--- src/design/dsc_pkg.sv ---
// shared types and constants for the displacement sensor conditioner
// no dependencies
`default_nettype none
package dsc_pkg;
	localparam int unsigned ZeroReset = 10000;

	typedef enum logic [1:0] {
		ST_UPDATED = 2'd0,
		ST_CUTOFF  = 2'd1,
		ST_SPIKE   = 2'd2,
		ST_ZERO    = 2'd3
	} status_t;

	typedef enum logic [2:0] {
		REG_CUTOFF_LEVEL = 3'd0,
		REG_CUTOFF_DIST  = 3'd1,
		REG_SURGE_THR    = 3'd2,
		REG_FRESET_THR   = 3'd3,
		REG_COEF_FB      = 3'd4,
		REG_COEF_CUR     = 3'd5,
		REG_COEF_PREV    = 3'd6,
		REG_GAIN         = 3'd7
	} reg_index_t;

	// request and reply between sequencer and serial units
	typedef struct packed {
		logic start;
	} unit_req_t;

	typedef struct packed {
		logic busy;
		logic done;
	} unit_rsp_t;
endpackage
`default_nettype wire

--- src/design/dsc_mul.sv ---
// bit-serial shift-add multiplier, one multiplier bit per cycle
// depends on dsc_pkg
`default_nettype none
module dsc_mul
	import dsc_pkg::*;
#(
	parameter int AW = 48,
	parameter int BW = 48
) (
	input  wire logic               clk,
	input  wire logic               arst_n,
	input  wire unit_req_t          req,
	input  wire logic [AW-1:0]      a,
	input  wire logic [BW-1:0]      b,
	output unit_rsp_t               rsp,
	output logic [AW+BW-1:0]        prod
);
	localparam int CW = $clog2(BW + 1);
	logic [CW-1:0] cnt_q;
	logic [AW+BW-1:0] acc_q, mc_q;
	logic [BW-1:0] mp_q;
	logic busy_q, done_q;

	// one partial product per cycle
	always_ff @(posedge clk or negedge arst_n) begin
		if (!arst_n) begin
			busy_q <= 1'b0;
			done_q <= 1'b0;
			cnt_q  <= '0;
		end else begin
			done_q <= 1'b0;
			if (req.start) begin
				busy_q <= 1'b1;
				cnt_q  <= CW'(BW);
			end else if (busy_q) begin
				cnt_q <= cnt_q - 1'b1;
				if (cnt_q == CW'(1)) begin
					busy_q <= 1'b0;
					done_q <= 1'b1;
				end
			end
		end
	end

	always_ff @(posedge clk) begin
		if (req.start) begin
			acc_q <= '0;
			mc_q  <= {{BW{1'b0}}, a};
			mp_q  <= b;
		end else if (busy_q) begin
			if (mp_q[0]) acc_q <= acc_q + mc_q;
			mc_q <= mc_q << 1;
			mp_q <= mp_q >> 1;
		end
	end

	assign rsp.busy = busy_q;
	assign rsp.done = done_q;
	assign prod = acc_q;
endmodule
`default_nettype wire

--- src/design/dsc_div.sv ---
// restoring divider for unsigned values, one quotient bit per cycle
// depends on dsc_pkg
`default_nettype none
module dsc_div
	import dsc_pkg::*;
#(
	parameter int NW = 80,
	parameter int DW = 40
) (
	input  wire logic          clk,
	input  wire logic          arst_n,
	input  wire unit_req_t     req,
	input  wire logic [NW-1:0] num,
	input  wire logic [DW-1:0] den,
	output unit_rsp_t          rsp,
	output logic [NW-1:0]      quo
);
	localparam int CW = $clog2(NW + 1);
	logic [CW-1:0] cnt_q;
	logic [NW-1:0] q_q;
	logic [DW:0] r_q;
	logic [DW-1:0] d_q;
	logic [DW:0] rs;
	logic busy_q, done_q;

	always_ff @(posedge clk or negedge arst_n) begin
		if (!arst_n) begin
			busy_q <= 1'b0;
			done_q <= 1'b0;
			cnt_q  <= '0;
		end else begin
			done_q <= 1'b0;
			if (req.start) begin
				busy_q <= 1'b1;
				cnt_q  <= CW'(NW);
			end else if (busy_q) begin
				cnt_q <= cnt_q - 1'b1;
				if (cnt_q == CW'(1)) begin
					busy_q <= 1'b0;
					done_q <= 1'b1;
				end
			end
		end
	end

	// shift in next dividend bit and trial subtract
	assign rs = {r_q[DW-1:0], q_q[NW-1]};

	always_ff @(posedge clk) begin
		if (req.start) begin
			q_q <= num;
			r_q <= '0;
			d_q <= den;
		end else if (busy_q) begin
			if (rs >= {1'b0, d_q}) begin
				r_q <= rs - {1'b0, d_q};
				q_q <= {q_q[NW-2:0], 1'b1};
			end else begin
				r_q <= rs;
				q_q <= {q_q[NW-2:0], 1'b0};
			end
		end
	end

	assign rsp.busy = busy_q;
	assign rsp.done = done_q;
	assign quo = q_q;
endmodule
`default_nettype wire

--- src/design/displacement_sensor_conditioner.sv ---
// top level of the displacement sensor conditioner: sequencer and per-sensor state
// depends on dsc_pkg, dsc_mul, dsc_div
//
// usage
//  s_axis carries one word per item: a sample or a zero-point command for one sensor.
//  m_axis returns one word per item with the sensor number, distance, filter level
//  and status. a sensor number at or above SENSOR_COUNT is dropped with no result.
//  configuration registers are written through cfg_we/cfg_index/cfg_data while idle.
// sequencing
//  one item at a time: a new word is taken only once the result of the last one
//  has moved to the output register. zero-set, cut-off and spike words get their
//  result in the evaluation state. a filtered sample runs five serial products
//  (three for the filter sum, then numerator and denominator of the distance) and
//  then the serial divider. with zero gain, zero filter or zero zero point the
//  distance is fixed and the result comes after the three filter products.
// reset
//  arst_n clears all per-sensor state (zero point to 10000) and the registers
//  to their defaults, and empties the output register.
// stall
//  a finished result moves to the output register once that is free, so one more word
//  is taken and worked on while m_axis_tready is low; then s_axis_tready stays low.
`default_nettype none
module displacement_sensor_conditioner
	import dsc_pkg::*;
#(
	parameter int SENSOR_COUNT = 8
) (
	input  wire logic        clk,
	input  wire logic        arst_n,
	input  wire logic        s_axis_tvalid,
	output logic             s_axis_tready,
	// [0] action, [3:1] sensor_id, [19:4] sample, [34:20] zero_value, rest zero
	input  wire logic [39:0] s_axis_tdata,
	output logic             m_axis_tvalid,
	input  wire logic        m_axis_tready,
	// [2:0] out_sensor, [34:3] distance, [58:35] filtered_level, [60:59] status
	output logic [63:0]      m_axis_tdata,
	input  wire logic        cfg_we,
	input  wire logic [2:0]  cfg_index,
	input  wire logic [31:0] cfg_data
);
	localparam int SW = (SENSOR_COUNT > 1) ? $clog2(SENSOR_COUNT) : 1;

	typedef enum logic [8:0] {
		S_IDLE = 9'b000000001,
		S_EVAL = 9'b000000010,
		S_M1   = 9'b000000100,
		S_M2   = 9'b000001000,
		S_M3   = 9'b000010000,
		S_DM1  = 9'b000100000,
		S_DM2  = 9'b001000000,
		S_DIV  = 9'b010000000,
		S_OUT  = 9'b100000000
	} state_t;

	state_t state_q;

	// configuration
	logic [14:0] cutoff_level_q;
	logic [31:0] cutoff_distance_q, gain_q;
	logic [15:0] surge_q, freset_q, cf_q, cc_q, cp_q;

	always_ff @(posedge clk or negedge arst_n) begin
		if (!arst_n) begin
			cutoff_level_q    <= '0;
			cutoff_distance_q <= '0;
			surge_q           <= 16'd100;
			freset_q          <= 16'd50;
			cf_q              <= 16'd13107;
			cc_q              <= 16'd1638;
			cp_q              <= 16'd1638;
			gain_q            <= 32'd1;
		end else if (cfg_we) begin
			unique case (reg_index_t'(cfg_index))
				REG_CUTOFF_LEVEL: cutoff_level_q    <= cfg_data[14:0];
				REG_CUTOFF_DIST:  cutoff_distance_q <= cfg_data;
				REG_SURGE_THR:    surge_q           <= cfg_data[15:0];
				REG_FRESET_THR:   freset_q          <= cfg_data[15:0];
				REG_COEF_FB:      cf_q              <= cfg_data[15:0];
				REG_COEF_CUR:     cc_q              <= cfg_data[15:0];
				REG_COEF_PREV:    cp_q              <= cfg_data[15:0];
				REG_GAIN:         gain_q            <= cfg_data;
				default: ;
			endcase
		end
	end

	// per-sensor state
	logic signed [15:0] last_q [SENSOR_COUNT];
	logic signed [15:0] older_q [SENSOR_COUNT];
	logic signed [23:0] filt_q [SENSOR_COUNT];
	logic [14:0] zero_q [SENSOR_COUNT];
	logic signed [31:0] dist_q [SENSOR_COUNT];

	// captured item
	logic act_q;
	logic [SW-1:0] id_q;
	logic signed [15:0] smp_q, p_q, o_q;
	logic signed [23:0] f_q;
	logic [14:0] z_q, zv_q;
	logic th1_q;
	logic signed [47:0] acc_q;
	logic signed [23:0] nf_q;
	logic neg_q;
	logic [55:0] num_q;
	logic [63:0] res_q, out_q;
	logic out_v_q;
	logic load_out;

	// serial arithmetic units
	unit_req_t mreq, dreq;
	unit_rsp_t mrsp, drsp;
	logic [47:0] ma, mb;
	logic [95:0] mprod;
	logic [79:0] dnum, dquo;
	logic [39:0] dden;

	dsc_mul #(.AW(48), .BW(48)) u_mul (
		.clk(clk), .arst_n(arst_n), .req(mreq), .a(ma), .b(mb), .rsp(mrsp), .prod(mprod)
	);
	dsc_div #(.NW(80), .DW(40)) u_div (
		.clk(clk), .arst_n(arst_n), .req(dreq), .num(dnum), .den(dden), .rsp(drsp), .quo(dquo)
	);

	logic [4:0] idx_chk;
	logic in_ok;
	assign idx_chk = {2'b0, s_axis_tdata[3:1]};
	assign in_ok = idx_chk < 5'(SENSOR_COUNT);
	assign s_axis_tready = (state_q == S_IDLE);

	// sample comparisons
	logic signed [17:0] d1, d2, ad1, ad2;
	logic th1, th2, cut;
	always_comb begin
		d1  = 18'(smp_q) - 18'(p_q);
		d2  = 18'(smp_q) - 18'(o_q);
		ad1 = d1[17] ? -d1 : d1;
		ad2 = d2[17] ? -d2 : d2;
		th1 = ad1 < $signed({2'b0, surge_q});
		th2 = ad2 < $signed({2'b0, surge_q});
		cut = smp_q < $signed({1'b0, cutoff_level_q});
	end

	// filter result: round, floor-shift, saturate, restart check
	logic signed [47:0] sum, rnd;
	logic signed [33:0] q34;
	logic signed [23:0] fsat, fnew;
	logic signed [24:0] lag, alag;
	logic signed [16:0] pair;
	always_comb begin
		sum  = acc_q + ($signed(mprod[47:0]) <<< 8);
		rnd  = sum + 48'sd8192;
		q34  = rnd[47:14];
		if (q34 > 34'sd8388607) fsat = 24'sh7fffff;
		else if (q34 < -34'sd8388608) fsat = -24'sh800000;
		else fsat = q34[23:0];
		lag  = 25'(fsat) - 25'({smp_q, 8'd0});
		alag = lag[24] ? -lag : lag;
		pair = 17'(smp_q) + 17'(th1_q ? p_q : o_q);
		if (alag > $signed({1'b0, freset_q, 8'd0})) fnew = {pair[16:0], 7'd0};
		else fnew = fsat;
	end

	// distance operands: |256*z - F| and |F|, fixed values for the corner cases
	logic signed [24:0] zdiff;
	logic [23:0] zdabs, fabs;
	logic dspecial;
	logic [31:0] dspec;
	always_comb begin
		zdiff = $signed({2'b00, z_q, 8'd0}) - 25'(fnew);
		zdabs = zdiff[24] ? 24'(-zdiff) : zdiff[23:0];
		fabs = nf_q[23] ? -nf_q : nf_q;
		dspecial = (gain_q == '0) || (fnew == '0) || (z_q == '0);
		dspec = (gain_q == '0) ? 32'd0 : (fnew == '0) ? 32'h7fffffff : 32'h80000000;
	end

	// multiplier operands; filter products are signed mod 2^48, distance ones unsigned
	always_comb begin
		ma = '0;
		mb = '0;
		unique case (state_q)
			S_EVAL: begin
				ma = 48'(f_q);
				mb = 48'($signed(cf_q));
			end
			S_M1: begin
				ma = 48'(smp_q);
				mb = 48'($signed(cc_q));
			end
			S_M2: begin
				ma = 48'(p_q);
				mb = 48'($signed(cp_q));
			end
			S_M3: begin
				ma = {24'd0, zdabs};
				mb = {16'd0, gain_q};
			end
			S_DM1: begin
				ma = {24'd0, fabs};
				mb = {33'd0, z_q};
			end
			default: ;
		endcase
	end

	// distance: signed quotient from magnitude, saturated to 32 bits
	logic [31:0] dres;
	always_comb begin
		if (!neg_q) dres = (|dquo[79:31]) ? 32'h7fffffff : dquo[31:0];
		else dres = (|dquo[79:32] || (dquo[31:0] > 32'h80000000)) ? 32'h80000000
			: 32'd0 - dquo[31:0];
	end

	// unit start pulses
	always_comb begin
		mreq.start = 1'b0;
		dreq.start = 1'b0;
		unique case (state_q)
			S_EVAL: mreq.start = !act_q && !cut && (th1 || th2);
			S_M1, S_M2, S_DM1: mreq.start = mrsp.done;
			S_M3: mreq.start = mrsp.done && !dspecial;
			S_DM2: dreq.start = mrsp.done;
			default: ;
		endcase
	end

	assign dnum = {24'd0, num_q};
	assign dden = mprod[39:0];

	always_ff @(posedge clk or negedge arst_n) begin
		if (!arst_n) begin
			state_q <= S_IDLE;
			for (int i = 0; i < SENSOR_COUNT; i++) begin
				last_q[i]  <= '0;
				older_q[i] <= '0;
				filt_q[i]  <= '0;
				zero_q[i]  <= 15'(ZeroReset);
				dist_q[i]  <= '0;
			end
		end else begin
			unique case (state_q)
				S_IDLE: begin
					if (s_axis_tvalid && s_axis_tready && in_ok) begin
						state_q <= S_EVAL;
					end
				end
				S_EVAL: begin
					if (act_q) begin
						zero_q[id_q] <= zv_q;
						filt_q[id_q] <= 24'({zv_q, 8'd0});
						nf_q <= 24'({zv_q, 8'd0});
						res_q <= {3'd0, ST_ZERO, 24'({zv_q, 8'd0}), dist_q[id_q],
							3'(id_q)};
						state_q <= S_OUT;
					end else begin
						older_q[id_q] <= p_q;
						if (cut) begin
							last_q[id_q] <= $signed({1'b0, cutoff_level_q});
							filt_q[id_q] <= 24'({cutoff_level_q, 8'd0});
							dist_q[id_q] <= cutoff_distance_q;
							res_q <= {3'd0, ST_CUTOFF, 24'({cutoff_level_q, 8'd0}),
								cutoff_distance_q, 3'(id_q)};
							state_q <= S_OUT;
						end else begin
							last_q[id_q] <= smp_q;
							th1_q <= th1;
							if (!th1 && !th2) begin
								res_q <= {3'd0, ST_SPIKE, f_q, dist_q[id_q], 3'(id_q)};
								state_q <= S_OUT;
							end else begin
								acc_q <= '0;
								state_q <= S_M1;
							end
						end
					end
				end
				S_M1: if (mrsp.done) begin
					acc_q <= $signed(mprod[47:0]);
					state_q <= S_M2;
				end
				S_M2: if (mrsp.done) begin
					acc_q <= acc_q + ($signed(mprod[47:0]) <<< 8);
					state_q <= S_M3;
				end
				S_M3: if (mrsp.done) begin
					nf_q <= fnew;
					filt_q[id_q] <= fnew;
					neg_q <= zdiff[24] ^ fnew[23];
					if (dspecial) begin
						dist_q[id_q] <= dspec;
						res_q <= {3'd0, ST_UPDATED, fnew, dspec, 3'(id_q)};
						state_q <= S_OUT;
					end else begin
						state_q <= S_DM1;
					end
				end
				// numerator product done, denominator product starts
				S_DM1: if (mrsp.done) begin
					num_q <= mprod[55:0];
					state_q <= S_DM2;
				end
				S_DM2: if (mrsp.done) begin
					state_q <= S_DIV;
				end
				S_DIV: if (drsp.done) begin
					dist_q[id_q] <= dres;
					res_q <= {3'd0, ST_UPDATED, nf_q, dres, 3'(id_q)};
					state_q <= S_OUT;
				end
				S_OUT: if (load_out) begin
					state_q <= S_IDLE;
				end
				default: state_q <= S_IDLE;
			endcase
		end
	end

	// output register, loaded when empty or being drained
	assign load_out = (state_q == S_OUT) && (!out_v_q || m_axis_tready);

	always_ff @(posedge clk or negedge arst_n) begin
		if (!arst_n) begin
			out_v_q <= 1'b0;
		end else if (load_out) begin
			out_v_q <= 1'b1;
		end else if (m_axis_tready) begin
			out_v_q <= 1'b0;
		end
	end

	always_ff @(posedge clk) begin
		if (load_out) out_q <= res_q;
	end

	// capture the accepted word and its sensor state
	always_ff @(posedge clk) begin
		if (s_axis_tvalid && s_axis_tready) begin
			act_q <= s_axis_tdata[0];
			id_q  <= SW'(s_axis_tdata[3:1]);
			smp_q <= s_axis_tdata[19:4];
			zv_q  <= s_axis_tdata[34:20];
			p_q   <= last_q[SW'(s_axis_tdata[3:1])];
			o_q   <= older_q[SW'(s_axis_tdata[3:1])];
			f_q   <= filt_q[SW'(s_axis_tdata[3:1])];
			z_q   <= zero_q[SW'(s_axis_tdata[3:1])];
		end
	end

	assign m_axis_tvalid = out_v_q;
	assign m_axis_tdata = out_q;
endmodule
`default_nettype wire

--- config.mk ---
export PLATFORM = sky130hd
export DESIGN_NAME = displacement_sensor_conditioner
export DESIGN_NICKNAME = d
export VERILOG_FILES = /design/src/design/dsc_pkg.sv /design/src/design/dsc_mul.sv /design/src/design/dsc_div.sv /design/src/design/displacement_sensor_conditioner.sv
export SDC_FILE = /design/constraint.sdc
export NUM_CORES = 2
export LEC_CHECK = 0
export ABC_AREA = 1
export BUFFER_PORTS_ARGS = -buffer_cell sky130_fd_sc_hd__buf_2
export CAP_MARGIN = 20
export CORE_UTILIZATION = 59
export CTS_CLUSTER_SIZE = 40
export DETAILED_ROUTE_END_ITERATION = 10
export GPL_TIMING_DRIVEN = 1
export HOLD_SLACK_MARGIN = 0.06
export MAX_ROUTING_LAYER = met4
export PLACE_DENSITY_LB_ADDON = 0.05
export SLEW_MARGIN = 20
export SYNTH_ARGS = -nofsm -noshare
export SYNTH_HDL_FRONTEND = slang
export SYNTH_SLANG_ARGS = --single-unit
--- constraint.sdc ---
create_clock -name clk -period 16.6 [get_ports clk]
set_input_delay 0 -clock clk [delete_from_list [all_inputs] [get_ports clk]]
set_output_delay 0 -clock clk [all_outputs]
set_load 0.005 [all_outputs]
# Word-level counts from Yosys, hierarchy flattened
# Cells that the tools add are included.
# totals
word_cells,316
in_bits,80
regBits,1774
# classes
n_reduce_logical,52
muxes,117
bitwise,5
n_lt_le_gt_ge,12
eq_ne,34
addsub,17
# ops
cell,n
256-bit 2-to-1 mux,5
256-bit bitwise mux,3
256-bit one-hot mux with 3 select lines,1
192-bit bitwise mux,3
192-bit 2-to-1 mux,3
48-bit one-hot mux with 5 select lines,2
48-bit 2-to-1 mux,9
128-bit bitwise mux,3
64-bit 2-to-1 mux,6
192-bit one-hot mux with 2 select lines,1
32-bit 2-to-1 mux,8
24-bit 2-to-1 mux,10
64-bit one-hot mux with 3 select lines,1
48-bit one-hot mux with 3 select lines,1
128-bit 2-to-1 mux,1
120-bit bitwise mux,1
56-bit 2-to-1 mux,2
9-bit 2-to-1 mux,12
96-bit adder,1
16-bit binary-select mux with 3-bit select,2
32-bit binary-select mux with 3-bit select,1
32-bit demux with 3-bit select,1
9-bit one-hot mux with 9 select lines,1
16-bit 2-to-1 mux,5
other kinds (77),154

# Logic depth before layout (Yosys ltp)
# logic_depth
ltp_word,17
mapped_depth,87
depth_no_buf,83

# Modules after synthesis
# From an unflattened synthesis, not the netlist that was laid out.
# hier_totals
hier_cells,15133
hier_area_um2,109839.1
# modules_own_cells
module,area_each_um2,instances,cells_per_inst,seq_area_each_um2
displacement_sensor_conditioner,79886.6,1,10419,35444.0
dsc_mul,19533.7,1,3290,5965.7
dsc_div,10418.7,1,1424,4629.4

# Worst setup path before layout
# Ideal clock, no wire load.
# synth_path
path_type,flip-flop to flip-flop
from,reg acc_q[8]
to,"reg u_mul.mc_q[0], enable pin"
stages_incl_launch_ff,78
slack_ns,4.371
arrival_ns,11.771
cell_sequence,edfxtp_1 -> ha_1 -> fa_1 -> nand2_1 -> inv_1 -> nand3_1 -> nand4_1 -> nand2_1 -> ha_1 -> inv_1 -> nor2_1 -> nand2_1 -> nor2_2 -> nand2_2 -> nor2_4 -> nand3_2 -> nor2_1 -> nand3_1 -> [... 42 more ...] -> nand2_1 -> inv_2 -> nand2_4 -> inv_2 -> nor2_1 -> inv_1 -> ha_1 -> nand2_1 -> nor2_4 -> inv_2 -> nor3_2 -> a31oi_2 -> and2_4 -> nand3_1 -> nand3_1 -> clkinv_1 -> clkbuf_1 -> nand2_1
# synth_between
elab_chain_cells,17
word_cells_on_any_way,18
# synth_lines
item,line_no,text
from (decl),displacement_sensor_conditioner.sv:102,logic signed [47:0] acc_q;
from (signal assigned),displacement_sensor_conditioner.sv:278,acc_q <= $signed(mprod[47:0]);
from (signal assigned),displacement_sensor_conditioner.sv:282,acc_q <= acc_q + ($signed(mprod[47:0]) <<< 8);
48-bit adder (*),displacement_sensor_conditioner.sv:151,sum = acc_q + ($signed(mprod[47:0]) <<< 8);
48-bit by 15-bit adder with 48-bit output (*),displacement_sensor_conditioner.sv:152,rnd = sum + 48'sd8192;
34-bit by 24-bit < comparator with 1-bit output,displacement_sensor_conditioner.sv:155,else if (q34 < -34'sd8388608) fsat = -24'sh800000;
24-bit 2-to-1 mux,displacement_sensor_conditioner.sv:155,
24-bit 2-to-1 mux (*),displacement_sensor_conditioner.sv:154,if (q34 > 34'sd8388607) fsat = 24'sh7fffff;
25-bit by 24-bit subtractor with 25-bit output,displacement_sensor_conditioner.sv:157,"lag = 25'(fsat) - 25'({smp_q, 8'd0});"
25-bit negator,displacement_sensor_conditioner.sv:158,alag = lag[24] ? -lag : lag;
25-bit 2-to-1 mux,displacement_sensor_conditioner.sv:158,
25-bit greater-than comparator,displacement_sensor_conditioner.sv:160,"if (alag > $signed({1'b0, freset_q, 8'd0})) fnew = {pair[16:0], 7'd0};"
24-bit 2-to-1 mux (*),displacement_sensor_conditioner.sv:160,
24-bit zero test (*),displacement_sensor_conditioner.sv:173,dspecial = (gain_q == '0) || (fnew == '0) || (z_q == '0);
1-bit logical OR (*) (2 in a row),displacement_sensor_conditioner.sv:173,
1-bit zero test (*),displacement_sensor_conditioner.sv:221,S_M3: mreq.start = mrsp.done && !dspecial;
1-bit logical AND (*),displacement_sensor_conditioner.sv:221,
1-bit one-hot mux with 3 select lines (*),displacement_sensor_conditioner.sv:218,unique case (state_q)
2-bit nonzero test (no source line) (*),--,
to (signal assigned),dsc_mul.sv:48,"mc_q <= {{BW{1'b0}}, a};"
to (signal assigned),dsc_mul.sv:52,mc_q <= mc_q << 1;
to (decl),dsc_mul.sv:20,"logic [AW+BW-1:0] acc_q, mc_q;"
# Every way passes the cells marked *; elsewhere a longest branch is shown, timed or not.
# A chain may end at the register's enable or synchronous reset.

# Worst setup path in the final report
# layout_path
from,reg u_mul.acc_q[0] (netlist: u_mul.prod[0])
to,reg dist_q[155] (netlist name)
# layout_between
elab_chain_cells,17
word_cells_on_any_way,22
# layout_lines
item,line_no,text
from (decl),dsc_mul.sv:20,
from (signal assigned),dsc_mul.sv:51,if (mp_q[0]) acc_q <= acc_q + mc_q;
48-bit adder (*),displacement_sensor_conditioner.sv:151,
48-bit by 15-bit adder with 48-bit output (*),displacement_sensor_conditioner.sv:152,
34-bit by 24-bit < comparator with 1-bit output,displacement_sensor_conditioner.sv:155,
24-bit 2-to-1 mux,displacement_sensor_conditioner.sv:155,
24-bit 2-to-1 mux (*),displacement_sensor_conditioner.sv:154,
25-bit by 24-bit subtractor with 25-bit output,displacement_sensor_conditioner.sv:157,
25-bit negator,displacement_sensor_conditioner.sv:158,
25-bit 2-to-1 mux,displacement_sensor_conditioner.sv:158,
25-bit greater-than comparator,displacement_sensor_conditioner.sv:160,
24-bit 2-to-1 mux (*),displacement_sensor_conditioner.sv:160,
24-bit zero test (*),"displacement_sensor_conditioner.sv:173, displacement_sensor_conditioner.sv:174",
32-bit 2-to-1 mux (2 in a row),displacement_sensor_conditioner.sv:174,dspec = (gain_q == '0) ? 32'd0 : (fnew == '0) ? 32'h7fffffff : 32'h80000000;
256-bit bitwise mux,displacement_sensor_conditioner.sv:290,dist_q[id_q] <= dspec;
256-bit 2-to-1 mux,displacement_sensor_conditioner.sv:289,if (dspecial) begin
256-bit 2-to-1 mux,displacement_sensor_conditioner.sv:285,S_M3: if (mrsp.done) begin
256-bit one-hot mux with 3 select lines,displacement_sensor_conditioner.sv:241,unique case (state_q)
"to (signal, indexed assignment)",displacement_sensor_conditioner.sv:260,dist_q[id_q] <= cutoff_distance_q;
"to (signal, indexed assignment)",displacement_sensor_conditioner.sv:290,
"to (signal, indexed assignment)",displacement_sensor_conditioner.sv:306,dist_q[id_q] <= dres;
to (decl),displacement_sensor_conditioner.sv:93,logic signed [31:0] dist_q [SENSOR_COUNT];
# Every way passes the cells marked *; elsewhere a longest branch is shown, timed or not. The select of a mux whose other input is x is not followed.

==> summary.md <==
| Metric | Value |
|---|---|
| Status | finished, violations left |
| Failing checks | antenna rules |
| Final ANT Viol Nets | 1 |
| Critical Path End Type | flip-flop |
| Asr flop ratio synth | 60.12% |
| Clock Path Buffers | 3 |
| Largest cells by area after synthesis | dfrtp_1 24%, edfxtp_1 17%, nand2_1 9.6%, o21ai_0 6.5%, inv_1 5.6% |
| Share of layout cells above drive strength 1 | under 10% |
| Final Hold Viols | 0 |
| Height of the die | slightly above 400 microns |
| Worst path slowest cell | o21ai_0 |
| Starting DRC count in detailed routing | around 11000 |
| Sequential-to-total area share from yosys stat | between 40% and 50% |
| Area Growth Syn to Fin | 10.43% |
| CTS tree | built |
| Cell variety after synth | 79 |
| FMAX | 0.06648 GHz |
| Syn. warnings | 0 |
| Die X-Extent | between 400 and 500 microns |
| Final WS setup | ~1.6 ns |
| Starting Density | approximately three fifths |
| Worst EP arrival | between 15 and 20 ns |
| Sink Count | about 1700 |
| GRT overflow | 0 |
| Cell with the most instances after synthesis | nand2_1 |
| Cell taking the most area after synthesis | dfrtp_1 |
| Router iterations before antenna repair | 8 |
| DRC | 0 |
| Max transition margin | between 10% and 20% |
| Gp weighted congestion | ~1.0 |
| Slew Viols, Final | 0 |
| Setup CP Type | reg -> reg |
| Final setup fails | 0 |
| Final worst path period need | approximately 15 ns |
| Synth top area share | between 20% and 30% |
| Core box area | 0.1626 sq mm |
| Drt total wl | approximately 340 mm |
| HPWL Detailed | about 220 mm |
| Port buffer count | about 140 |
| CTS H-tree depth | 4 |
| Setup TNS Final | 0 ns |
| Largest net degree at the start of global routing | approximately 220 |
| Worst Path Max Fanout | 42 |
| Cells after Synth | approximately 12000 |
| Post-DR wirelength/cell | approximately 24 microns |
| Syn_area_per_cell | 8.032 sq um |
| Clock Skew | 0.04992 ns |
| EDFF count, synth | approximately 540 |
| Worst-Skew Late Latency | between 0.8 and 0.9 ns |
| Routed via count | 88756 |
| Pre-CTS setup slack | 1.970 ns |
| First-pass GRT wire length | between 500 and 600 mm |
| Die area | ~0.17 sq mm |
| Slew @ Worst Pin | between 1 and 1.5 ns |
| Cell Area, Synth | 0.09649 sq mm |
| RSZ-0062 raised after global routing | no |
| Synth cell count leaders | 2476 x nand2_1, 1434 x inv_1, 1253 x o21ai_0 |
| Vias per inst | 6.192 |
| TritonCTS Buffers | 179 |
| Root Buffer Master | clkbuf_16 |
| Startpoint class of the critical path | flip-flop |
| Row Count | roughly 150 |
| Io pins | 146 |
| Critical Path Max Stage Delay | about 0.67 ns |
| CTS clk-pin slew, worst paths | roughly 0.06 ns |
| Post-route clock period utilization | slightly above 90% |
| Post-synth top flop | dfrtp_1 |
| Initial antenna violation count | 10 |
| Number of global-route vias before repair | 83711 |
| GRT Overall Usage | a little over two fifths |
| Hold Path Class | in -> reg |
| Maxcap violations | 0 |
| Final Core Density | approximately two thirds |
| Net count reported at finish | 12345 |
| CP most frequent cell | nand2_1 |
| WP data required | around 17 ns |
| Synthesized flop and latch total | between 1500 and 2000 |
-- state kept, by name, summed over array words and instances (netlist names), 48 cells and up --
register / cells
dist_q: 256
filt_q: 192
last_q: 128
older_q: 128
zero_q: 120
u_div.quo: 80
m_axis_tdata: 61
res_q: 61
num_q: 56
u_mul.mc_q: 56
u_mul.prod: 56
u_mul.mp_q: 48
-- critical path: cells and delay by family (launching register included) --
| kind | cells | cell delay [ns] |
|---|---|---|
| flops | 1 | 0.41 |
| simple gates | 37 | 5.49 |
| buf+inv | 11 | 2.21 |
| xor+xnor | 2 | 0.54 |
| fa+ha+maj | 7 | 1.98 |
| compound gates | 19 | 4.17 |
-- path summary, 6_finish.rpt --
kind / from / end / slack, ns / depth (start not counted)
worst min register to register: res_q[11] / m_axis_tdata[11] / 0.40 / 0
max in group asynchronous: arst_n / filt_q[1] / 11.91 / 8
worst max-delay path: u_mul.prod[0] / dist_q[155] / 1.56 / 76
worst max register to register: u_mul.prod[0] / dist_q[155] / 1.56 / 76
min in group asynchronous: arst_n / dist_q[147] / 0.41 / 4
worst min-delay path: m_axis_tready / m_axis_tvalid / 0.20 / 5
-- cells by family (layout without fill, tap and decap cells) --
kind of cell / count (synthesis) / in the layout / synth area share, %
DFF: 1680 / 1680 / 45.80
AOI/OAI and AO/OA: 3127 / 3127 / 19.15
buffers and inverters: 2142 / 2268 / 8.537
and+or+nand+nor: 4371 / 4371 / 18.76
xor gates and xnor gates: 216 / 216 / 1.968
other: 1 / 19 / 0.003886
muxes: 196 / 196 / 2.073
adders and majority gates: 281 / 281 / 3.698
-- metal layers --
layer  share of wire (%)  routed length, microns  vias to the layer above  global-route usage [%]
li1                    -                       -                    40633                       -
met1                  40                  135800                    42320                   54.41
met2                  44                  147800                     4744                   61.24
met3                  10                   33710                     1059                   7.761
met4                 6.3                   21390                        0                   23.37
met5                   0                       0                        -                       -
-- cell type report --
| class | instances | area (sq um) |
|---|---|---|
| Fill cell | 13777 | 56040 |
| Multi-Input combinational cell | 8194 | 44330 |
| Sequential cell | 1680 | 44200 |
| Inverter | 1492 | 5622 |
| Clock buffer | 248 | 5076 |
| Timing Repair Buffer | 437 | 3487 |
| Tap cell | 2175 | 2721 |
| Clock inverter | 91 | 1079 |
| Antenna cell | 16 | 40.04 |
-- cells in the final DEF, fill, tap and decap left out, types with 63 or more instances in the layout --
master and n:
nand2_1 2460, inv_1 1428, o21ai_0 1253, dfrtp_1 942, nor2_1 925, a21oi_1 707
nand3_1 569, edfxtp_1 542, o211ai_1 325, ha_1 274, clkbuf_16 185, mux2i_1 165
xor2_1 144, buf_4 144, o22ai_1 143, dlygate4sd3_1 143, buf_2 134, a31oi_1 133
dfxtp_1 128, nor3_1 104, nand4_1 93, a221oi_1 91, o21ai_1 73, xnor2_1 71
dfstp_2 68, a211oi_1 66, a21oi_2 63
-- what timing repair did --
action | CTS | global route
hold endpoints to repair | 498 | 23
endpoints found under the setup margin | 0 | 0
resized for setup | 0 | 0
hold buffers | 139 | 5
buffers inserted | 0 | 0
-- per-stage QoR --
stage,area (sq um),hold WS [ns],cells
floorplan,96500,-0.2956,12016
global placement,98740,-0.04823,13828
detailed placement,98770,-0.03855,13829
CTS,106300,0.1213,14307
global route,106500,0.2071,14325
finish,106600,0.2049,14333
Power is left out: the tool's default activity adds up to more than one toggle a clock period on the data nets, which glitch-free logic cannot reach.
